<file path="src/sv/grc_pkg.sv">
package grc_pkg;

	// Default matrix size and the fixed width of node index fields
	localparam int MAX_NODES_DEF = 64;
	localparam int NODE_W        = 6;

	// Operation codes
	localparam logic [1:0] OP_ADD    = 2'd0;
	localparam logic [1:0] OP_REMOVE = 2'd1;
	localparam logic [1:0] OP_QUERY  = 2'd2;

	// Route answers
	localparam logic [1:0] ROUTE_NONE     = 2'd0;
	localparam logic [1:0] ROUTE_DIRECT   = 2'd1;
	localparam logic [1:0] ROUTE_INDIRECT = 2'd2;

	typedef struct packed {
		logic [1:0]        operation;
		logic [NODE_W-1:0] source_node;
		logic [NODE_W-1:0] dest_node;
	} cmd_t;

	typedef struct packed {
		logic       status;
		logic [1:0] route;
	} result_t;

	// Row unit modes
	typedef enum logic [1:0] {
		ALU_SET,
		ALU_CLR,
		ALU_MERGE
	} alu_mode_t;

	typedef enum logic [2:0] {
		ST_IDLE,
		ST_DECODE,
		ST_ROW_S,
		ST_PIV_RD,
		ST_PIV_WAIT,
		ST_SWEEP,
		ST_FINAL_RD,
		ST_FINAL_CHK
	} state_t;

endpackage

</file>
<file path="src/sv/grc_row_mem.sv">
module grc_row_mem
	import grc_pkg::*;
#(
	parameter int MAX_NODES = MAX_NODES_DEF,
	localparam int NW = $clog2(MAX_NODES)
) (
	input  logic                 clk,
	input  logic                 arst_n,
	input  logic                 rd_en,
	input  logic [NW-1:0]        rd_addr,
	output logic [MAX_NODES-1:0] rd_data,
	input  logic                 wr_en,
	input  logic [NW-1:0]        wr_addr,
	input  logic [MAX_NODES-1:0] wr_data
);

	logic [MAX_NODES-1:0] mem [MAX_NODES];
	logic [MAX_NODES-1:0] rd_q;
	logic [MAX_NODES-1:0] row_vld_q;
	logic                 rd_vld_q;

	// Row storage, registered read
	always_ff @(posedge clk) begin
		if (wr_en) begin
			mem[wr_addr] <= wr_data;
		end
		if (rd_en) begin
			rd_q <= mem[rd_addr];
		end
	end

	// Per-row written flags: an unwritten row reads as all zero
	always_ff @(posedge clk or negedge arst_n) begin
		if (!arst_n) begin
			row_vld_q <= '0;
			rd_vld_q  <= 1'b0;
		end else begin
			if (wr_en) begin
				row_vld_q[wr_addr] <= 1'b1;
			end
			if (rd_en) begin
				rd_vld_q <= row_vld_q[rd_addr];
			end
		end
	end

	assign rd_data = rd_vld_q ? rd_q : '0;

endmodule

</file>
<file path="config.mk">
export PLATFORM = sky130hd
export DESIGN_NAME = grc_row_mem
export DESIGN_NICKNAME = d
export VERILOG_FILES = /design/src/sv/grc_pkg.sv /design/src/sv/grc_row_mem.sv
export SDC_FILE = /design/constraint.sdc
export NUM_CORES = 2
export LEC_CHECK = 0
export BUFFER_PORTS_ARGS = -buffer_cell sky130_fd_sc_hd__buf_2
export CAP_MARGIN = 20
export CORE_ASPECT_RATIO = 0.5
export CORE_UTILIZATION = 25
export CTS_BUF_LIST = sky130_fd_sc_hd__clkbuf_4 sky130_fd_sc_hd__clkbuf_8
export DETAILED_ROUTE_END_ITERATION = 16
export PLACE_DENSITY = 0.37
export REMOVE_ABC_BUFFERS = 1
export SYNTH_ARGS = -nofsm -noshare
export SYNTH_HDL_FRONTEND = slang
export SYNTH_SLANG_ARGS = --single-unit
export TNS_END_PERCENT = 30
</file>
<file path="constraint.sdc">
create_clock -name clk -period 2.6 [get_ports clk]
set_clock_uncertainty 0.05 [all_clocks]
set_input_delay 0.52 -clock clk [delete_from_list [all_inputs] [get_ports clk]]
set_output_delay 0.52 -clock clk [all_outputs]
set_load 0.02 [all_outputs]
</file>
# --- Word-level counts from Yosys, hierarchy flattened ---
# Memory sizes are Yosys's and may differ from the RTL's. A register that Yosys moved wholly into a read port is not among the register bits.
# Index checks and enable logic that the tools add are counted.
word_totals:
  inputBits: 80
  ram_bits: 4096
  reg_bits: 65
  elab_cells: 15
  n_memories: 1
  output_inout_bits: 64
op_classes:
  magnitude_cmp: 3
  muxes: 7
  n_reduce_logical: 1
  bitwise: 1
memory_table:
  columns: ["name", "words", "width", "rd", "rd_ports_with_merged_regs", "write_ports", "line", "text"]
  rows:
  - ["mem", 64, 64, 1, 1, 1, "grc_row_mem.sv:17", "logic [MAX_NODES-1:0] mem [MAX_NODES];"]
op_table:
  columns: ["cell", "count"]
  rows:
  - ["64-bit two-way mux", 1]
  - ["64-bit bitwise OR", 1]
  - ["6-bit by 7-bit less-than comparator with 1-bit output, second input constant", 2]
  - ["1-bit binary-select mux with 6-bit select", 1]
  - ["1-bit demux with 6-bit select", 1]
  - ["6-bit by 1-bit >= comparator with 1-bit output, second input constant", 1]
  - ["1-bit two-way mux", 4]
  - ["1-bit logical AND", 1]

# --- Depth between registers and ports, before layout ---
logic_depth:
  word_depth: 5
  depth_mapped: 9
  depth_no_buf: 5

# --- Worst setup path before layout ---
# No wires, ideal clock.
synth_path:
  path_type: "input to register"
  startpoint: "in wr_addr[3]"
  endpoint: "reg row_vld_q[48]"
  t_arrival_ps: 6056
  path_stages: 5
  path_buffers: 1
  setup_time_ps: 92
  setup_slack_ps: -3598
  path_cell_list: "clkbuf_1 nand4b_1 or2_2 nor3_1 or2_2"
synth_between:
  elab_chain_cells: 5
  word_cells_on_any_way: 6
synth_rtl:
  columns: ["element", "line", "text"]
  rows:
  - ["from (decl)", "grc_row_mem.sv:13", "input logic [NW-1:0] wr_addr,"]
  - ["6-bit by 7-bit less-than comparator with 1-bit output (not written as such) / 6-bit by 1-bit >= comparator with 1-bit output (equally long branches)", "grc_row_mem.sv:39", "row_vld_q[wr_addr] <= 1'b1;"]
  - ["1-bit logical AND (not written as such)", "grc_row_mem.sv:39", null]
  - ["1-bit two-way mux (not written as such)", "grc_row_mem.sv:39", null]
  - ["1-bit demux with 6-bit select *", "grc_row_mem.sv:39", null]
  - ["64-bit bitwise OR (no source line) *", null, null]
  - ["to (signal assigned)", "grc_row_mem.sv:35", "row_vld_q <= '0;"]
  - ["to (signal, indexed assignment)", "grc_row_mem.sv:39", null]
  - ["to (decl)", "grc_row_mem.sv:19", "logic [MAX_NODES-1:0] row_vld_q;"]
# Mark *: on every way between the ends. The rest lies on a longest branch, timed or not.
# A chain may end at the register's enable or synchronous reset.

# --- Worst setup path in the final report ---
layout_path:
  startpoint: "reg rd_vld_q"
  endpoint: "out rd_data[12]"
layout_between:
  elab_chain_cells: 1
layout_rtl:
  columns: ["element", "line", "text"]
  rows:
  - ["from (decl)", "grc_row_mem.sv:20", "logic rd_vld_q;"]
  - ["from (signal assigned)", "grc_row_mem.sv:42", "rd_vld_q <= row_vld_q[rd_addr];"]
  - ["64-bit two-way mux", "grc_row_mem.sv:47", "assign rd_data = rd_vld_q ? rd_q : '0;"]
  - ["to (decl)", "grc_row_mem.sv:11", "output logic [MAX_NODES-1:0] rd_data,"]
# No other way between the ends.

==> impl_metrics.yaml <==
cts:
  cts_tree: "done"
  cts_root_buffer: "clkbuf_8"
  clock_latency_ns: 1.28
  cts_buffers: 680
  cts.sinks: 4225
  path_clk_slew_ns: 0.07
  htree_levels: 6
  cts.path.max_buffers: 4
route:
  wl_um: 530000
  via_count: 77046
  vias_per_cell: 4.57
  drc: 0
  antenna_left: 0
  first_pass_iters: 7
  routedWlPerCell_um: 31.5
  drtIter0Drc: 8262
floorplan:
  start_util_pct: 25.1
  num_rows: 207
  pin_count: 144
  die_y_um: 567
  core_um2: 636000
  fp.dieW_um: 1130
  dieArea_um2: 642000
placement:
  port_buffers: 143
  gp_congestion: 0.718
  dp_hpwl_um: 316000
  dpl_worst_slack_ns: -0.930
  dp.cells: 15527
synthesis:
  yosysTopAreaCell: "edfxtp_1"
  syn_avg_cell_area_um2: 25.3
  ys_seq_area_share_pct: 79.2
  yosys_warnings: 0
  syn_area_um2: 160000
  ys_types: 29
  synthCells: 6310
  synth_seq_cells: 4225
  synth_top_cell_area_share_pct: 78.2
  synth_area_leaders: "edfxtp_1 78%, mux4_2 18%, dfrtp_1 1.0%"
sta:
  final_max_slew_viol_count: 0
  setup_violations: 64
  setup_slack_ns: -0.519
  whs_ns: 0.200
  period_needed_ns: 3.12
  fin_tns_setup_ns: -27.62
  hold_viol: 0
  max_slew_margin_pct: 44.6
  rsz0062_at_grt: "true"
  tightest_slew_ns: 0.831
  min_period_over_period_pct: 120
  fmax_ghz: 0.321
setup_path:
  worstReg2RegEnd: "rd_q[7]"
  critPathArrivalTime_ns: 2.55
  r2r_slack_ns: 0.22
  crit_type: "flip-flop to output pin"
  r2r_start: "mem[55][7]"
  required_ns: 2.03
  path_max_fanout: 14
  start_kind: "flip-flop"
  reg2reg_depth: 5
  endpoint_kind: "output pin"
hold_path:
  hold_path_end: "rd_q[38]"
  hold-path-cell-count: 5
  min_from: "rd_addr[4]"
  hp-class: "primary input to flip-flop"
outcome:
  status: "finished with violations"
  violations: "setup timing"
finish:
  fin_util_pct: 30.9
  fin_nets: 7913
  drive_gt1_share_pct: 42.9
  fillers: 60981
  finalNonFillerCells: 16845
  syn2layout_area_growth_pct: 23.0
grt:
  grt_pass1_wl_um: 715000
  use_met1_pct: 23.6
  grt_max_degree: 65
  use_met3_pct: 2.92
  grt_pass1_vias: 81399
  gr-usage-met2_pct: 25.0
  grt_usage_pct: 16.1
  grt-ovfl-total: 0
  top_usage_layer: "met2"
  antenna_found_initial: 52
pwr:
  ir_drop_v: 0.000486
  cellLeakagePower_nw: 61.8
  power.density_nw_per_um2: 717
run:
  cap_viol_max_count: 0
where the power goes:
group / switching (mW) / internal [mW]
clock network: 27.5 / 29.1
registers: 0.302 / 75.6
logic: 4.59 / 3.85
synth_stat cells:
| master | n |
|---|---|
| edfxtp_1 | 4160 |
| mux4_2 | 1289 |
| clkbuf_1 | 182 |
| a22oi_1 | 132 |
| buf_2 | 111 |
| nand2_1 | 74 |
| nor2_1 | 68 |
| and2_1 | 65 |
| dfrtp_1 | 65 |
| or2_2 | 65 |
| buf_1 | 36 |
| mux2i_1 | 20 |
| nand3_1 | 10 |
| nor2b_1 | 7 |
| buf_6 | 4 |
| inv_1 | 3 |
| nand2b_1 | 3 |
| a311oi_1 | 2 |
| a31oi_1 | 2 |
| nand3b_1 | 2 |
| nor3_1 | 2 |
| a211oi_1 | 1 |
| a21oi_1 | 1 |
| a41o_1 | 1 |
| buf_4 | 1 |
| nand4_1 | 1 |
| nand4b_1 | 1 |
| or3_1 | 1 |
| or3b_2 | 1 |
worst max path at each step:
stage / from / depth (start not counted) / slack (ns) / end
5_1_grt: rd_vld_q / 4 / -0.61 / rd_data[12]
6_report: rd_vld_q / 4 / -0.52 / rd_data[12]
4_1_cts: rd_vld_q / 4 / -0.70 / rd_data[12]
2_1_floorplan: wr_addr[3] / 4 / -3.43 / row_vld_q[48]
3_3_place_gp: rd_addr[0] / 9 / -0.95 / rd_q[60]
3_5_place_dp: rd_addr[0] / 9 / -0.93 / rd_q[60]
per-layer routing:
metal / wire length [um] / vias to the layer above
li1: - / 30762
met1: 246000 / 43119
met2: 241000 / 2455
met3: 30800 / 696
met4: 11600 / 14
met5: 85 / -
placed cells by master, fill, tap and decap left out, types with 20 or more instances in the layout:
master / Yosys / routed
edfxtp_1: 4160 / 4160
mux4_2: 1289 / 1289
clkbuf_8: 0 / 699
buf_4: 1 / 554
buf_12: 0 / 405
clkbuf_4: 0 / 242
clkinv_1: 0 / 169
a22oi_1: 132 / 132
buf_2: 111 / 107
dlygate4sd3_1: 0 / 81
nand2_1: 74 / 74
or2_2: 65 / 65
dfrtp_1: 65 / 64
nor2_4: 0 / 63
clkinv_2: 0 / 54
and2_1: 65 / 35
and2_4: 0 / 30
clkinvlp_4: 0 / 22
buf_6: 4 / 21
mux2i_1: 20 / 20
area by class of cell:
class / count / area [um^2] / share of cell area, %
multi-input combinational: 1748 / 32400 / 16.5
timing repair buffer: 1175 / 14000 / 7.12
tap: 8464 / 10600 / 5.39
clock buffer: 941 / 11400 / 5.82
antenna: 17 / 42.5 / 0.0217
inverter: 3 / 11.3 / 0.00573
sequential: 4225 / 127000 / 64.4
clock inverter: 272 / 1490 / 0.757
kinds of logic (layout without fill, tap and decap cells):
logic type,Yosys count,count (layout),share of synthesized area (%)
AND/OR/NAND/NOR,300,300,0.948
other,0,17,0
AO/OA/AOI/OAI,139,139,0.653
buffers and inverters,337,2391,0.900
multiplexers,1309,1309,18.3
flip-flops,4225,4225,79.2
flip-flops by register name (all words and copies together) (netlist names):
signal	count
mem	4096
rd_q	64
rd_vld_q	1
row_vld_q	64
worst max-delay path, cell delays in order (launching register included):
cell and delay (ns):
dfrtp_4 0.48, buf_12 0.16, buf_16 0.22, and2_4 0.21, buf_6 0.13
repair_timing:
item,CTS,global route
hold buffers,82,0
cloned,1,2
hold endpoints to repair,4574,0
setup buffers,4,0
setup endpoints to repair,64,127
resized for setup,58,40
pin swaps,0,2
stage by stage:
step,total power [mW],cell area (um^2)
after global placement,85.7,182000
final,141,196000
after detailed placement,85.7,182000
after floorplan,80.4,158000
after CTS,143,196000
after global routing,146,196000
Note: power is estimated with default switching activity, not from simulation.
