## src/sv/grc_pkg.sv

```systemverilog
package grc_pkg;

	// Default matrix size and the fixed width of node index fields
	localparam int MAX_NODES_DEF = 64;
	localparam int NODE_W        = 6;

	// Operation codes
	localparam logic [1:0] OP_ADD    = 2'd0;
	localparam logic [1:0] OP_REMOVE = 2'd1;
	localparam logic [1:0] OP_QUERY  = 2'd2;

	// Route answers
	localparam logic [1:0] ROUTE_NONE     = 2'd0;
	localparam logic [1:0] ROUTE_DIRECT   = 2'd1;
	localparam logic [1:0] ROUTE_INDIRECT = 2'd2;

	typedef struct packed {
		logic [1:0]        operation;
		logic [NODE_W-1:0] source_node;
		logic [NODE_W-1:0] dest_node;
	} cmd_t;

	typedef struct packed {
		logic       status;
		logic [1:0] route;
	} result_t;

	// Row unit modes
	typedef enum logic [1:0] {
		ALU_SET,
		ALU_CLR,
		ALU_MERGE
	} alu_mode_t;

	typedef enum logic [2:0] {
		ST_IDLE,
		ST_DECODE,
		ST_ROW_S,
		ST_PIV_RD,
		ST_PIV_WAIT,
		ST_SWEEP,
		ST_FINAL_RD,
		ST_FINAL_CHK
	} state_t;

endpackage

```

## src/sv/grc_row_alu.sv

```systemverilog
module grc_row_alu
	import grc_pkg::*;
#(
	parameter int MAX_NODES = MAX_NODES_DEF,
	localparam int NW = $clog2(MAX_NODES)
) (
	input  alu_mode_t            mode,
	input  logic [MAX_NODES-1:0] row,
	input  logic [MAX_NODES-1:0] pivot,
	input  logic [NW-1:0]        bit_sel,
	output logic [MAX_NODES-1:0] new_row,
	output logic                 sel_bit
);

	assign sel_bit = row[bit_sel];

	// Set, clear, or fold the pivot row in when this row reaches the pivot
	always_comb begin
		new_row = row;
		unique case (mode)
			ALU_SET:   new_row[bit_sel] = 1'b1;
			ALU_CLR:   new_row[bit_sel] = 1'b0;
			ALU_MERGE: new_row = sel_bit ? (row | pivot) : row;
			default:   new_row = row;
		endcase
	end

endmodule

```

## config.mk

```make
export PLATFORM = sky130hd
export DESIGN_NAME = grc_row_alu
export DESIGN_NICKNAME = d
export VERILOG_FILES = /design/src/sv/grc_pkg.sv /design/src/sv/grc_row_alu.sv
export SDC_FILE = /design/constraint.sdc
export NUM_CORES = 1
export LEC_CHECK = 0
export BUFFER_PORTS_ARGS = -buffer_cell sky130_fd_sc_hd__buf_2
export CAP_MARGIN = 20
export CORE_MARGIN = 2
export CORE_UTILIZATION = 35
export DETAILED_ROUTE_END_ITERATION = 10
export PLACE_DENSITY = 0.74
export SLEW_MARGIN = 20
export SYNTH_ARGS = -nofsm -noshare
export SYNTH_HDL_FRONTEND = slang
export SYNTH_SLANG_ARGS = --single-unit
```

## constraint.sdc

```tcl
create_clock -name vclk -period 7.3
set_clock_uncertainty 0.2 [all_clocks]
set_input_delay 0.365 -clock vclk [all_inputs]
set_output_delay 0.365 -clock vclk [all_outputs]
set_load 0.01 [all_outputs]
```

Yosys cells after proc, flatten, opt, wreduce, memory -nomap -nowiden
Cells that the tools add are included.
{ "totals": {"ff_bits": 0, "in_bits": 136, "word_cells": 16} }
{ "op_classes": {"n_bitwise": 4, "order_cmp": 2, "eq_ne": 2, "n_reduce_logical": 2, "mux": 6} }
{ "ops": {"columns": ["operator", "count"], "rows": [
  ["case mux 64 bit (3 select lines)", 1],
  ["OR 64 bit", 2],
  ["bitwise AND 64 bit", 1],
  ["2-to-1 mux 64 bit", 1],
  ["inverter 64 bit", 1],
  ["less-than comparator 6 x 7 -> 1 bit (second input constant)", 1],
  ["binary-select mux 1 bit (select 6 bit)", 1],
  ["demux 1 bit (select 6 bit)", 1],
  ["greater-or-equal comparator 6 x 1 -> 1 bit (second input constant)", 1],
  ["== test 2 x 1 -> 1 bit (second input constant)", 1],
  ["== test 2 bit (second input constant)", 1],
  ["logical NOT 2 bit", 1],
  ["2-to-1 mux 1 bit", 2],
  ["logical AND 1 bit", 1]
]} }

Longest topological paths before layout
Gate-level depths: netlist of run 1.
{ "depth": {"word_depth": 7, "mapped_depth": 11} }

Least setup slack after synthesis of run 1
Ideal clock, no wire load.
{ "synth_path": {"path_kind": "input-to-output", "start": "in bit_sel[0]", "end": "out new_row[23]", "setup_slack_ps": 4316, "stages": 9, "arrival_ps": 2419, "path_cell_list": "buf_2 > and3_1 > a311o_1 > a2111oi_1 > nor3_1 > or4_1 > buf_6 > buf_6 > a31o_1"} }
{ "synth_between": {"elab_cells_between_ends": 12} }
{ "synth_rtl": {"columns": ["item", "line_no", "source"], "rows": [
  ["start: declaration", "grc_row_alu.sv:10", "input logic [NW-1:0] bit_sel,"],
  ["binary-select mux 1 bit (select 6 bit)", "grc_row_alu.sv:15", "assign sel_bit = row[bit_sel];"],
  ["2-to-1 mux 1 bit (implied by the code)", "grc_row_alu.sv:15", null],
  ["named net sel_bit", "grc_row_alu.sv:12", "output logic sel_bit"],
  ["2-to-1 mux 64 bit", "grc_row_alu.sv:23", "ALU_MERGE: new_row = sel_bit ? (row | pivot) : row;"],
  ["case mux 64 bit (3 select lines)", "grc_row_alu.sv:20", "unique case (mode)"],
  ["end: declaration", "grc_row_alu.sv:11", "output logic [MAX_NODES-1:0] new_row,"]
]} }
The timed path passes the listed nets, and every way through them passes these cells. The select of a mux whose other input is x is not followed.

Final worst setup path of run 1
{ "layout_path": {"start": "in bit_sel[2]", "end": "out new_row[41]"} }
{ "layout_between": {"elab_chain_len": 7, "elab_cells_between_ends": 12} }
{ "layout_rtl": {"columns": ["item", "line_no"], "rows": [
  ["less-than comparator 6 x 7 -> 1 bit (implied by the code) / greater-or-equal comparator 6 x 1 -> 1 bit (equally long branches)", "grc_row_alu.sv:21, grc_row_alu.sv:22"],
  ["logical AND 1 bit (implied by the code)", "grc_row_alu.sv:21, grc_row_alu.sv:22"],
  ["2-to-1 mux 1 bit (implied by the code)", "grc_row_alu.sv:21, grc_row_alu.sv:22"],
  ["demux 1 bit (select 6 bit)", "grc_row_alu.sv:21, grc_row_alu.sv:22"],
  ["inverter 64 bit (no source line)", null],
  ["bitwise AND 64 bit (no source line)", null],
  ["case mux 64 bit (3 select lines) (*)", "grc_row_alu.sv:20"]
]} }
Mark *: on every way between the ends. The rest lies on a longest branch, timed or not. The select of a mux whose other input is x is not followed.

==> flow_summary.toml, run 1 <==
[status]
outcome = "finished, final reports clean"

[place]
dp_hpwl_mm = 8.25
numPortBuffers = 201
globalplace.congestion = 0.922
placed_cell_area_um2 = 3290

[global_route]
grt_busiest_layer = "met2"
grt_first_pass_wirelength_mm = 15.6
grt_max_degree = 48
grt_use_total = 0.255
grt_use_met1 = 0.342
overflow = 0
use_met3 = 0.0210
antenna_found_initial = 0
met2_usage = 0.455
grt_pass1_vias = 3095

[detailed_routing]
postRouteAntennaNets = 0
firstDrtPassIters = 7
dr_total_vias = 3549
vias_per_cell = 5.92
routed_wl_mm = 10.6
drc = 0
routedWlPerCell_um = 17.7
first_iter_violations = 208

[critical_path]
path_class = "input port to output pin"
cp.arrival_ps = 3790
worstPathRequired_ps = 6730
startpoint_type = "input port"
cp-end-kind = "output pin"
crit_fanout = 44

[sta]
hold_viol = 0
fin_hold_ws_ps = 833
rsz0062_at_grt = "no"
worst_slew_pin_slew_ps = 963
fmax_mhz = 230
maxSlewViolCount = 0
maxSlewHeadroom = 0.356
period_needed_ps = 4350
finalSetupTns_ps = 0
fin_crit_sh = 0.596
setup-violations-final = 0

[die]
die_y_um = 86.2
die-width_um = 86.2
dieArea_um2 = 7440
std_cell_rows = 29
ios = 201
initial_core_util = 0.367
core_um2 = 6460

[logic_synthesis]
synth_area_leader_cell = "mux2i_1"
syn_inst = 357
synthTopCellsByArea = "mux2i_1, a31o_1, o21ai_0"
synth.cell_area_um2 = 2370
syn_area_per_cell_um2 = 6.63
synth_cell_type_count = 44
yosysSeqAreaShare = 0
syn_nets = 493
yosys_warnings = 0
yosysTopAreaCellShare = 0.152

[clock_tree]
cts_hold_buffers = 0
cts_setup_buffers = 0
cts_resized = 0

[final_layout]
multi_input_area_um2 = 2080
drive_gt1_frac = 0.412
n_antenna_cell = 0
nFlopsAndLatches = 0
nClkBuffers = 0
area_delta_synth_final_pct = 38.9
fillCellCount = 679
layout.nets = 660
final_area_um2 = 3290
seqCellArea_um2 = 0

[power]
p_leak_nw = 1.54
vdd_drop_max_mv = 0.0297
p_per_area_nw_per_um2 = 60.9

[worst_hold_path]
worstHoldPathType = "input port to output pin"

[flow_run]
maxCapViolCount = 0
[report_power, final]
part           leakage [nW]  switching (mW)  internal (mW)
sequential                0               0              0
combinational          1.54           0.114         0.0864
clock                     0               0              0
[layer usage]
layer	routed length, um	vias up
met2	5110	200
li1	-	1724
met1	4460	1619
met3	954	6
met4	91	0
met5	0	-
[cell usage after synthesis, drive strengths merged, types with 2 or more instances]
library cell and instances:
mux4 3, a221o 2, o31ai 44, nor4 2, buf 13, o21ai 66
nor3 8, nand3b 3, a31o 44, nor2b 4, nand2 16, a21oi 4
mux2i 36, or3 2, nand2b 3, a211oi 2, nor2 18, a22oi 3
mux2 3, nand3 14, clkbuf 25, inv 24, and3 3
[worst max-delay path, cell delays in order]
cell and delay (ps):
buf_2 680, inv_1 330, a311o_1 390, a2111oi_1 340, nor3_1 110, or4_1 820
buf_4 350, a31o_2 250, buf_2 130
[final timing paths]
kind | cells past startpoint | startpoint | to | slack, ps
worst min-delay path | 3 | pivot[49] | new_row[49] | 830
worst max-delay path | 9 | bit_sel[2] | new_row[41] | 2950
[cells in the final DEF, fill, tap and decap left out, types with 4 or more instances in the layout]
master,Yosys,layout
buf_2,4,201
nor2_1,18,18
a31o_2,5,5
a31o_1,39,39
inv_1,23,23
o21ai_0,66,66
o31ai_1,44,44
nor3_1,8,8
nand2_1,16,16
nand3_1,14,14
a21oi_1,4,4
mux2i_1,36,36
[per-stage QoR]
stage,util,cells,power (mW),worst slack [ps]
5_1_grt,0.509,599,0.218,2720
6_report,0.509,599,0.200,2950
4_1_cts,0.509,599,0.200,2950
3_3_place_gp,0.509,599,0.196,3090
2_1_floorplan,-,357,0.123,4320
3_5_place_dp,0.509,599,0.199,2950
[cell type report]
class,count,share of cell area
Multi-Input combinational cell,294,0.632
Tap cell,77,0.0293
Inverter,25,0.0285
Timing Repair Buffer,203,0.311
[cell families (layout without fill, tap and decap cells)]
| logic type | Yosys count | in the layout | synth area share |
|---|---|---|---|
| buffers and inverters | 63 | 228 | 0.129 |
| muxes | 42 | 42 | 0.200 |
| and+or+nand+nor | 76 | 76 | 0.156 |
| AOI/OAI and AO/OA | 176 | 176 | 0.515 |
(Power assumes the default switching activity.)
==> run 2: changes to the inputs <==
--- a/config.mk
+++ b/config.mk
@@ -5,12 +5,13 @@
 export SDC_FILE = /design/constraint.sdc
 export NUM_CORES = 1
 export LEC_CHECK = 0
+export ABC_AREA = 1
 export BUFFER_PORTS_ARGS = -buffer_cell sky130_fd_sc_hd__buf_2
 export CAP_MARGIN = 20
 export CORE_MARGIN = 2
 export CORE_UTILIZATION = 35
 export DETAILED_ROUTE_END_ITERATION = 10
-export PLACE_DENSITY = 0.74
+export PLACE_DENSITY = 0.7
 export SLEW_MARGIN = 20
 export SYNTH_ARGS = -nofsm -noshare
 export SYNTH_HDL_FRONTEND = slang
==> constraint.sdc (replaced) <==
create_clock -name vclk -period 4
set_clock_uncertainty 0.2 [all_clocks]
set_input_delay 0.2 -clock vclk [all_inputs]
set_output_delay 0.2 -clock vclk [all_outputs]
set_load 0.01 [all_outputs]
==> run 2 against run 1 <==
First-iteration DRC count grew 130%. Clock-buffer cell count did not move. Critical endpoint is now new_row[51]. Largest cell class unchanged. Die area up 33%.
==> flow_summary.toml, run 2 <==
[final_layout]
fillCellCount = 1084
seqCellArea_um2 = 0
final_common_cell = "nand2_1"
nFlopsAndLatches = 0
area_delta_synth_final_pct = 32.1
drive_gt1_frac = 0.251
multi_input_area_um2 = 2620
nClkBuffers = 0
final_cell_mix = "nand2_1, buf_2, nor2_1, inv_1, a21oi_1"
layout.nets = 1026

[global_route]
overflow = 0
grt_pass1_vias = 4828
grt_first_pass_wirelength_mm = 23.7
grt_use_total = 0.290
antenna_found_initial = 1
grt_max_degree = 42

[detailed_routing]
drc = 0
vias_per_cell = 5.17
routedWlPerCell_um = 14.8
first_iter_violations = 468
postRouteAntennaNets = 0
dr_total_vias = 5162
firstDrtPassIters = 5
routed_wl_mm = 14.8

[flow_run]
maxCapViolCount = 0

[die]
dieArea_um2 = 9890
initial_core_util = 0.364
die-width_um = 99.5
die_y_um = 99.5
std_cell_rows = 34
core_um2 = 8760
ios = 201

[worst_hold_path]
worstHoldPathType = "input port to output pin"
min_path_cells = 4
min_from = "pivot[5]"
hold_end = "new_row[5]"

[logic_synthesis]
synth_area_leader_cell = "nand2_1"
syn_area_per_cell_um2 = 4.47
yosys_warnings = 0
synthTopCellsByArea = "nand2_1, nor2_1, inv_1"
yosysTopAreaCellShare = 0.319
synth.most_common_cell = "nand2_1"
syn_inst = 713
synth_cell_type_count = 33
synthTopCellsByCount = "nand2_1, nor2_1, inv_1"
synth.cell_area_um2 = 3190
syn_nets = 849
yosysSeqAreaShare = 0

[critical_path]
cp-end-kind = "output pin"
cp.arrival_ps = 2590
crit_fanout = 41
worstPathRequired_ps = 3600
startpoint_type = "input port"
path_class = "input port to output pin"

[power]
pwr-share-comb = 1.000
switching_share = 0.624
p_per_area_nw_per_um2 = 116
internal_power_mw = 0.183
p_switching_mw = 0.305
vdd_drop_max_mv = 0.0500
power_mw = 0.489
p_seq_frac = 0
p_leak_nw = 2.42
p_clk_frac = 0

[sta]
maxSlewViolCount = 0
worst_slew_pin_slew_ps = 904
maxSlewHeadroom = 0.396
rsz0062_at_grt = "no"
hold_viol = 0
period_needed_ps = 2990
fmax_mhz = 334
fin_crit_sh = 0.748
finalSetupTns_ps = 0
setup-violations-final = 0
fin_hold_ws_ps = 527

[clock_tree]
cts_hold_buffers = 0
cts_resized = 0
cts_setup_buffers = 0

[place]
globalplace.congestion = 0.948
dp_hpwl_mm = 11.7
numPortBuffers = 201

[status]
outcome = "finished, final reports clean"
## run 2: changes by cell type after synthesis, moves of 11 or more
cell / delta
a21oi_1: +53
mux2i_1: -36
nor2_1: +83
a31o_1: -39
inv_1: +64
a31oi_1: +12
o21ai_0: -23
nand2_1: +255
o31ai_1: -43
nor3_1: +11
a21boi_0: +14
nand3_1: +21
## run 2: layout make-up
type / instances / area share
repair buffers: 211 / 0.264
well taps: 108 / 0.0321
multi-input cells: 586 / 0.621
inverters: 91 / 0.0817
diodes: 2 / 0.00119
## run 2: stage by stage
step | worst slack [ps] | instance area, um^2 | util | std cells
global placement | 1010 | 4180 | 0.477 | 995
CTS | 1040 | 4180 | 0.477 | 995
finish | 1010 | 4210 | 0.481 | 998
global route | 742 | 4210 | 0.480 | 997
detailed placement | 1050 | 4180 | 0.477 | 995
floorplan | 1960 | 3190 | - | 713
## run 2: critical path: stages
cell	delay (ps)
buf_2	350
buf_4	320
or2_0	150
nand3_1	90
nand2_1	100
o21ai_2	60
nand2_2	130
nor2_8	60
nand2_2	370
buf_12	260
nand2_1	70
a21boi_0	220
buf_2	180
## run 2: cells by family (layout without fill, tap and decap cells)
kind of cell    Yosys count  count (layout)  synth area share
compound gates          148             148             0.264
buf+inv                 127             302             0.180
other cells               0               2                 0
simple gates            438             438             0.556
## run 2: metal layers
metal	track usage	wire length, um
met5	0	0
met4	0.0580	367
met3	0.0422	1680
met2	0.480	6490
met1	0.401	6270
## run 2: worst max path at each step
stage	startpoint	slack (ps)	endpoint
after floorplan	bit_sel[0]	1960	new_row[17]
after global placement	bit_sel[0]	1010	new_row[51]
after detailed placement	bit_sel[0]	1050	new_row[51]
after CTS	bit_sel[0]	1040	new_row[51]
after global routing	bit_sel[0]	740	new_row[17]
final	bit_sel[0]	1010	new_row[51]
## run 2: power by group through the flow
stage | combinational, mW | sequential [mW] | clock [mW]
after floorplan | 0.299 | 0 | 0
after global placement | 0.478 | 0 | 0
after detailed placement | 0.479 | 0 | 0
after CTS | 0.481 | 0 | 0
after global routing | 0.544 | 0 | 0.0000000334
final | 0.489 | 0 | 0.0000000670
==> run 3: changes to the inputs <==
--- a/config.mk
+++ b/config.mk
@@ -5,13 +5,13 @@
 export SDC_FILE = /design/constraint.sdc
 export NUM_CORES = 1
 export LEC_CHECK = 0
-export ABC_AREA = 1
+export ABC_AREA = 0
 export BUFFER_PORTS_ARGS = -buffer_cell sky130_fd_sc_hd__buf_2
 export CAP_MARGIN = 20
 export CORE_MARGIN = 2
 export CORE_UTILIZATION = 35
 export DETAILED_ROUTE_END_ITERATION = 10
-export PLACE_DENSITY = 0.7
+export PLACE_DENSITY = 0.77
 export SLEW_MARGIN = 20
 export SYNTH_ARGS = -nofsm -noshare
 export SYNTH_HDL_FRONTEND = slang
==> constraint.sdc (replaced) <==
create_clock -name vclk -period 2.5
set_clock_uncertainty 0.2 [all_clocks]
set_input_delay 0.125 -clock vclk [all_inputs]
set_output_delay 0.125 -clock vclk [all_outputs]
set_load 0.01 [all_outputs]
==> run 3 against run 2 <==
The flow now finishes with violations (setup timing). Sequential cell count is the same. Via count shrank 24%. Clock-buffer cell count is the same. First-iteration DRC count shrank 35%. Worst setup slack got worse by 1300 ps. Utilization rose by 16 points. Worst hold slack lost 170 ps. Combinational power rose by 81%. Die area is 25% lower. Cell count is 34% lower. Non-clock buffer count is 53 higher. Sequential share of layout area unchanged. Largest power group unchanged. Highest routed layer unchanged.
==> flow_summary.toml, run 3 (same netlist as run 1, synthesis figures left out) <==
[final_layout]
area_delta_synth_final_pct = 74.6
n_antenna_cell = 0
final_cell_mix = "buf_2, o21ai_0, buf_4, o31ai_1, a31o_1"
seqCellArea_um2 = 0
nClkBuffers = 0
multi_input_area_um2 = 2200
drive_gt1_frac = 0.506
final_common_cell = "buf_2"
layout.nets = 721
fillCellCount = 597
post-route-util = 0.640
nFlopsAndLatches = 0

[sta]
fmax_mhz = 360
layout_setup_ws_ps = -280
fin_hold_ws_ps = 360
period_needed_ps = 2780
finalSetupTns_ps = -13570
maxSlewHeadroom = 0.628
worst_slew_pin_slew_ps = 553
rsz0062_at_grt = "yes"
fin_crit_sh = 1.11
maxSlewViolCount = 0
hold_viol = 0
setup-violations-final = 65

[global_route]
grt_first_pass_wirelength_mm = 18.0
grt_use_total = 0.300
overflow = 0
grt_pass1_vias = 3540
antenna_found_initial = 0
grt_max_degree = 45

[power]
vdd_drop_max_mv = 0.102
p_leak_nw = 1.96
p_per_area_nw_per_um2 = 215

[place]
dp_hpwl_mm = 8.90
dp_slack_ps = -369
globalplace.congestion = 0.968
numPortBuffers = 201

[worst_hold_path]
worstHoldPathType = "input port to output pin"

[die]
die_y_um = 86.2
initial_core_util = 0.367
die-width_um = 86.2
ios = 201
std_cell_rows = 29
dieArea_um2 = 7440
core_um2 = 6460

[detailed_routing]
dr_total_vias = 3908
vias_per_cell = 5.92
firstDrtPassIters = 5
routed_wl_mm = 12.3
postRouteAntennaNets = 0
first_iter_violations = 306
drc = 0
routedWlPerCell_um = 18.7

[critical_path]
cpMaxStageDelayCell = "or4_4"
cp.arrival_ps = 2450
critPathMaxStageDelay_ps = 600
cp-end-kind = "output pin"
crit_top_cell = "buf_12"
crit_fanout = 11
worstPathRequired_ps = 2170
critical_path.cell_chain = "buf_12 -> buf_4 -> a311o_1 -> a2111oi_4 -> nor3_2 -> or4_4 -> buf_12 -> buf_16 -> a31o_1 -> buf_2"
path_class = "input port to output pin"
startpoint_type = "input port"

[status]
outcome = "complete, but fails checks"
violations = "setup timing"

[flow_run]
maxCapViolCount = 0

[clock_tree]
cts_hold_buffers = 0
==> run 3: cell types whose count changed in the layout (fill, tap and decap cells not counted), moves of 14 or more <==
cell,change
mux2i_1,+36
nand3_1,-21
o31ai_1,+43
nor2_1,-83
inv_1,-63
buf_6,+16
buf_4,+37
a21oi_1,-53
a31o_1,+39
a21boi_0,-14
nand2_1,-255
==> run 3: final cells by class <==
| class | instances | area share |
|---|---|---|
| inverter | 25 | 0.0227 |
| multi-input combinational | 294 | 0.533 |
| tap | 77 | 0.0233 |
| timing repair buffer | 264 | 0.421 |
==> run 3: worst paths after layout <==
path	endpoint	cells after the start	slack, ps	startpoint
worst max-delay path	new_row[4]	10	-280	bit_sel[1]
worst min-delay path	new_row[45]	3	360	pivot[45]
==> run 3: through the flow <==
stage,area (um^2),cells,total power [mW]
after floorplan,2370,357,0.362
after detailed placement,3670,644,0.655
after global placement,3670,644,0.647
final,4130,660,0.887
after global routing,4130,660,0.938
after CTS,4060,657,0.873
==> run 3: per-layer routing <==
metal,vias to the layer above,GRT usage,routed length [um],share of wire
met1,1785,0.411,5140,0.42
met5,-,0,0,0
met3,19,0.0248,1050,0.085
met4,0,0.0653,221,0.018
li1,1854,-,-,-
met2,250,0.514,5910,0.48
==> run 3: critical path: cells and delay by family <==
kind	cells	cell delay, ps
AO/OA/AOI/OAI	3	880
buffers and inverters	5	770
AND/OR/NAND/NOR	2	680
==> run 3: timing repair <==
item / CTS / global route
resized for setup: 36 / 45
endpoints found under the hold margin: 0 / 0
buffers inserted: 5 / 4
setup endpoints to repair: 65 / 65
cloned: 8 / 1
pin swaps: 51 / 3
==> run 3: power breakdown <==
part	switching [mW]	internal, mW
Sequential	0	0
Combinational	0.436	0.451
Clock	0	0
Total	0.436	0.451
